--- src/rtl/core/hts_pkg.sv ---
// ----------------------------------------------------------------------------
// hts_pkg
// Shared types, constants and control bundles of the terrain height sampler.
// ----------------------------------------------------------------------------
package hts_pkg;

  localparam int GRID_MAX_DEF = 64;

  localparam int DATA_W     = 32;
  localparam int SPACING_W  = 31;
  localparam int COUNT_W    = 7;
  localparam int VIDX_W     = 7;
  localparam int CFG_IDX_W  = 2;

  // Sequential divider: 64-bit dividend, 31-bit divisor, 33 quotient bits.
  localparam int DIVIDEND_W = 64;
  localparam int QUOT_W     = 33;
  localparam int DIV_STEPS  = QUOT_W;
  localparam int PROD_W     = 63;

  localparam logic [SPACING_W-1:0] SPACING_RESET = 31'd65536;
  localparam logic [COUNT_W-1:0]   CELLS_RESET   = 7'd64;

  // Configuration register indexes
  localparam logic [CFG_IDX_W-1:0] REG_SPACING = 2'd0;
  localparam logic [CFG_IDX_W-1:0] REG_CELLS_X = 2'd1;
  localparam logic [CFG_IDX_W-1:0] REG_CELLS_Y = 2'd2;

  // Item opcodes
  localparam logic OP_WRITE = 1'b0;
  localparam logic OP_QUERY = 1'b1;

  typedef struct packed {
    logic                     op;
    logic [VIDX_W-1:0]        column;
    logic [VIDX_W-1:0]        row;
    logic signed [DATA_W-1:0] height_in;
    logic signed [DATA_W-1:0] x_coord;
    logic signed [DATA_W-1:0] y_coord;
  } in_item_t;

  typedef struct packed {
    logic signed [DATA_W-1:0] height_out;
    logic signed [DATA_W-1:0] slope_x;
    logic signed [DATA_W-1:0] slope_y;
    logic signed [DATA_W-1:0] slope_z;
    logic                     in_cell;
    logic                     inside_map;
  } out_item_t;

  typedef enum logic [1:0] {
    DIV_X = 2'd0,
    DIV_Y = 2'd1,
    DIV_P = 2'd2
  } div_src_t;

  typedef enum logic [1:0] {
    VTX_BASE = 2'd0,
    VTX_A1   = 2'd1,
    VTX_A2   = 2'd2
  } vtx_sel_t;

  typedef struct packed {
    logic     accept;
    logic     check;
    logic     div_start;
    div_src_t div_src;
    logic     cap_x;
    logic     cap_y;
    logic     classify;
    vtx_sel_t rd_sel;
    logic     cap_b;
    logic     cap_a1;
    logic     cap_a2;
    logic     mul_en;
    logic     mul_second;
    logic     cap_t1;
    logic     cap_t2;
    logic     finish;
  } cmd_t;

  typedef struct packed {
    logic is_query;
    logic pre_ok;
    logic hit;
    logic div_done;
  } status_t;

endpackage

--- src/rtl/core/hts_ctrl.sv ---
// ----------------------------------------------------------------------------
// hts_ctrl
// Sequencer for one query: bounds, two cell divisions, three vertex reads,
// two weighted terms, then the result hand-off.
// ----------------------------------------------------------------------------
module hts_ctrl
  import hts_pkg::*;
(
  input  logic    clk,
  input  logic    rst,
  input  logic    item_valid,
  output logic    item_ready,
  output logic    result_valid,
  input  logic    result_ready,
  input  status_t status,
  output cmd_t    cmd
);

  typedef enum logic [17:0] {
    S_IDLE  = 18'h00001,
    S_CHECK = 18'h00002,
    S_LDX   = 18'h00004,
    S_DIVX  = 18'h00008,
    S_LDY   = 18'h00010,
    S_DIVY  = 18'h00020,
    S_CELL  = 18'h00040,
    S_RD0   = 18'h00080,
    S_RD1   = 18'h00100,
    S_RD2   = 18'h00200,
    S_RD3   = 18'h00400,
    S_MUL1  = 18'h00800,
    S_LD1   = 18'h01000,
    S_DIV1  = 18'h02000,
    S_MUL2  = 18'h04000,
    S_LD2   = 18'h08000,
    S_DIV2  = 18'h10000,
    S_DONE  = 18'h20000
  } state_t;

  state_t state, state_next;

  assign item_ready = (state == S_IDLE);

  always_comb begin
    cmd        = '0;
    state_next = state;
    case (state)
      S_IDLE: begin
        cmd.accept = item_valid;
        if (item_valid && status.is_query) state_next = S_CHECK;
      end
      S_CHECK: begin
        cmd.check  = 1'b1;
        state_next = status.pre_ok ? S_LDX : S_DONE;
      end
      S_LDX: begin
        cmd.div_start = 1'b1;
        cmd.div_src   = DIV_X;
        state_next    = S_DIVX;
      end
      S_DIVX: begin
        cmd.div_src = DIV_X;
        if (status.div_done) begin
          cmd.cap_x  = 1'b1;
          state_next = S_LDY;
        end
      end
      S_LDY: begin
        cmd.div_start = 1'b1;
        cmd.div_src   = DIV_Y;
        state_next    = S_DIVY;
      end
      S_DIVY: begin
        cmd.div_src = DIV_Y;
        if (status.div_done) begin
          cmd.cap_y  = 1'b1;
          state_next = S_CELL;
        end
      end
      S_CELL: begin
        cmd.classify = 1'b1;
        state_next   = status.hit ? S_RD0 : S_DONE;
      end
      S_RD0: begin
        cmd.rd_sel = VTX_BASE;
        state_next = S_RD1;
      end
      S_RD1: begin
        cmd.rd_sel = VTX_A1;
        cmd.cap_b  = 1'b1;
        state_next = S_RD2;
      end
      S_RD2: begin
        cmd.rd_sel = VTX_A2;
        cmd.cap_a1 = 1'b1;
        state_next = S_RD3;
      end
      S_RD3: begin
        cmd.cap_a2 = 1'b1;
        state_next = S_MUL1;
      end
      S_MUL1: begin
        cmd.mul_en = 1'b1;
        state_next = S_LD1;
      end
      S_LD1: begin
        cmd.div_start = 1'b1;
        cmd.div_src   = DIV_P;
        state_next    = S_DIV1;
      end
      S_DIV1: begin
        cmd.div_src = DIV_P;
        if (status.div_done) begin
          cmd.cap_t1 = 1'b1;
          state_next = S_MUL2;
        end
      end
      S_MUL2: begin
        cmd.mul_en     = 1'b1;
        cmd.mul_second = 1'b1;
        state_next     = S_LD2;
      end
      S_LD2: begin
        cmd.div_start = 1'b1;
        cmd.div_src   = DIV_P;
        state_next    = S_DIV2;
      end
      S_DIV2: begin
        cmd.div_src = DIV_P;
        if (status.div_done) begin
          cmd.cap_t2 = 1'b1;
          state_next = S_DONE;
        end
      end
      S_DONE: begin
        // Hold until the result register is free
        if (!result_valid || result_ready) begin
          cmd.finish = 1'b1;
          state_next = S_IDLE;
        end
      end
      default: state_next = S_IDLE;
    endcase
  end

  always_ff @(posedge clk) begin
    if (rst) begin
      state        <= S_IDLE;
      result_valid <= 1'b0;
    end else begin
      state <= state_next;
      if (cmd.finish) begin
        result_valid <= 1'b1;
      end else if (result_ready) begin
        result_valid <= 1'b0;
      end
    end
  end

endmodule

--- config.mk ---
export PLATFORM = sky130hd
export DESIGN_NAME = hts_ctrl
export DESIGN_NICKNAME = d
export VERILOG_FILES = /design/src/rtl/core/hts_pkg.sv /design/src/rtl/core/hts_ctrl.sv
export SDC_FILE = /design/constraint.sdc
export NUM_CORES = 1
export LEC_CHECK = 0
export ABC_AREA = 0
export BUFFER_PORTS_ARGS = -buffer_cell sky130_fd_sc_hd__buf_2
export CAP_MARGIN = 40
export CORE_MARGIN = 5
export CORE_UTILIZATION = 45
export DETAILED_ROUTE_END_ITERATION = 8
export GPL_ROUTABILITY_DRIVEN = 0
export GPL_TIMING_DRIVEN = 0
export PLACE_DENSITY_LB_ADDON = 0.3
export SLEW_MARGIN = 30
export SYNTH_ARGS = -nofsm -noshare
export SYNTH_HDL_FRONTEND = slang
export SYNTH_SLANG_ARGS = --single-unit
--- constraint.sdc ---
create_clock -name clk -period 3.02 [get_ports clk]
set_clock_uncertainty 0.2 [all_clocks]
set_input_delay 0.755 -clock clk [delete_from_list [all_inputs] [get_ports clk]]
set_output_delay 0.755 -clock clk [all_outputs]
set_load 0.05 [all_outputs]
==> out/results.ini <==
[status]
outcome = complete, no violations

[grt]
number_of_antenna_violations_at_the_first_check_in_global_routing = 0
grt_start_max_net_pins = 11
first_pass_grt_wire_length_um = 4680
global_route.usage.total_pct = 17.4
global_route.overflow_total = 0
grt_pass1_vias = 1047

[setup_path]
crit_path_max_incr_delay_ps = 370
family_with_the_most_delay_on_the_worst_path = simple AND/OR/NAND/NOR gates
startpoint_type = flip-flop
r2r.worst_path.cells = 7
crit_path_max_delay_cell_type = dfxtp_4
worst-endpoint-required_ps = 2060
timing.setup.critical_path_class = flip-flop to output port
crit_cells = 6
cp_cell_sequence = nor4_4, buf_4, and4_4, and2b_1, and3b_2, clkbuf_4
critical_path_arrival_ps = 2040
timing.critical_path.to_type = output port
worst-path-buf-inv = 2
cp_max_fo = 4

[synthesis]
synthCells = 131
syn-cell-area_um2 = 1130
synthTopCellsByArea = dfxtp_1 (34%), nor2_1 (5.7%), nor4_4 (5.7%)
synthTopCellsByCount = dfxtp_1 (19), nor2_1 (17), nand2_1 (11)
synth_edf_count = 0
synth_nets = 139
asyncSetResetFlopFracSynth_pct = 0
synth_cell_type_count = 38
cell_accounting_for_the_most_synthesized_area = dfxtp_1
synth-seq-area-share_pct = 33.7
most_used_dff_post_synth = dfxtp_1
yosysTopAreaCellShare_pct = 33.7
ys_ff_latch = 19
synthesis.area_per_instance_um2 = 8.62
synth.yosys.warnings = 0
yosys.cell_count.top_type = dfxtp_1

[sta]
slew_headroom_pct = 60.1
slew_viol_final = 0
tightest_slew_ps = 591
hold_viol_final = 0
setup_violations = 0
finalSetupTns_ps = 0
finalWorstPathRequiredPeriod_ps = 2990
highest_achievable_clock_rate_ghz = 0.334
final_min_period_over_clock_period_pct = 99.0
whs_ps = 331
grt_setup_unrepaired = true

[floorplanning]
initial_utilization_pct = 46.4
fp.coreArea_um2 = 2430
fp.dieH_um = 60.1
die_area_um2 = 3610
num_io_pins = 28
placementRows = 18
chipWidth_um = 60.1

[cells_and_area]
layout-area-overhead-vs-synth_pct = 38.4
area_of_all_placed_cells_without_fillers_um2 = 1560
num_antenna_cells = 0
area.sequential_um2 = 397
final_layout_size_suffix_gt1_share_pct = 43.3
final_nets = 180
fillCellCount = 204
area_used_by_multi_input_combinational_logic_um2 = 791

[cts]
worstSkewPairLatency_ps = 300
clock-sinks = 19
clock_tree.htree_level_count = 1
cts.reportedPaths.clkPinSlew_ps = 110
number_of_clock_buffers_inserted_by_tritoncts = 3
cts_max_path_buffers = 2
tritoncts = done
clock_tree.root_cell = clkbuf_4

[job]
timing.max_cap.violations = 0

[power]
ir_worst_vdd_uv = 267
powerDensity_nw_per_um2 = 407
leakage_nw = 0.685

[detailed_routing]
vias_per_cell = 5.87
mean_routed_wirelength_per_cell_um = 14.8
detail_route.drc_violations = 0
detail_route.iter0.violations = 63
routed-via-count = 1179
route.final.wire_length_um = 2980
drt_pass1_iterations = 6
antenna_left = 0

[worst_hold_path]
holdPathStages = 2
hold_path_class = flip-flop to flip-flop

[place]
portBuffers = 27
detailed_place.area_um2 = 1320
dp_hpwl_um = 2170

power by group:
| group | switching [mW] | internal [mW] | leakage (nW) |
|---|---|---|---|
| logic | 0.143 | 0.0928 | 0.512 |
| registers | 0.0119 | 0.257 | 0.158 |
| clock network | 0.0792 | 0.0516 | 0.0150 |
| total | 0.234 | 0.401 | 0.685 |
path summary, 6_finish.rpt:
path | start | end | slack, ps
hold / removal | state[3]$_SDFFE_PP0P_ | state[3]$_SDFFE_PP0P_ | 330
setup reg to reg | state[13]$_SDFFE_PP0P_ | state[8]$_SDFFE_PP0P_ | 580
setup / recovery | state[13]$_SDFFE_PP0P_ | cmd[6] | 30
hold reg to reg | state[3]$_SDFFE_PP0P_ | state[3]$_SDFFE_PP0P_ | 330
placed cells by master (no fill, tap or decap), types with 2 or more instances in the layout:
cell type and n:
dfxtp_2 7, and4_4 2, nand3_1 4, or3b_4 3, buf_2 14, buf_6 6
nand2_1 10, o21ai_1 4, and3b_1 2, nand4_1 4, nor2_1 13, dfxtp_1 10
buf_4 12, nor2_2 3, clkbuf_4 5, and2_1 5, a211oi_1 2, a21oi_1 5
buf_8 3, nand3b_1 2, nor4_4 4, nor3_1 2, dfxtp_4 2, nor2b_1 3
nor4_1 5, nor4b_1 2, nor3b_1 3, xor2_1 2, inv_1 5, clkbuf_1 2
nand4b_1 4
what timing repair did:
action	CTS	global route
resized for setup	13	45
setup endpoints to repair	9	13
buffers inserted	2	7
hold buffers	0	0
pin swaps	5	13
routing by layer:
| layer | GRT usage (%) | wire length, um |
|---|---|---|
| met5 | 0 | 0 |
| met3 | 4.32 | 205 |
| met4 | 9.81 | 72 |
| met1 | 20.5 | 1240 |
| met2 | 28.5 | 1470 |
area by class of cell:
| class | instances | area share, % |
|---|---|---|
| clock buffers | 4 | 1.68 |
| inverters | 5 | 1.20 |
| repair buffers | 36 | 17.7 |
| multi-input cells | 105 | 50.6 |
| well taps | 30 | 2.40 |
| flip-flops and latches | 19 | 25.4 |
| plain buffers | 2 | 0.962 |
through the flow:
stage                     total power [mW]  cells  util (%)  setup slack, ps
after global routing                 0.672    201      64.2            -92.8
after floorplan                      0.422    131         -              121
final                                0.635    201      64.2             29.6
after detailed placement             0.465    188      54.1             86.0
after global placement               0.462    188      54.1              104
after CTS                            0.605    194      57.6            -14.3
cells by family after synthesis:
kind of cell           after synthesis  synth area share, %
buffers and inverters                7                 2.66
AO/OA/AOI/OAI                       20                 12.2
XOR/XNOR                             2                 1.55
flip-flops                          19                 33.7
AND/OR/NAND/NOR                     83                 49.9
worst register-to-register path: cells and delay by family, from the launching register on:
kind                   cells  cell delay [ps]
AOI/OAI and AO/OA          2              770
buffers and inverters      1              190
DFF                        1              370
and+or+nand+nor            4              800
registers in the layout, indices dropped and copies added (netlist names):
name          count
state            18
result_valid      1
Note: power is estimated with default switching activity, not from simulation.
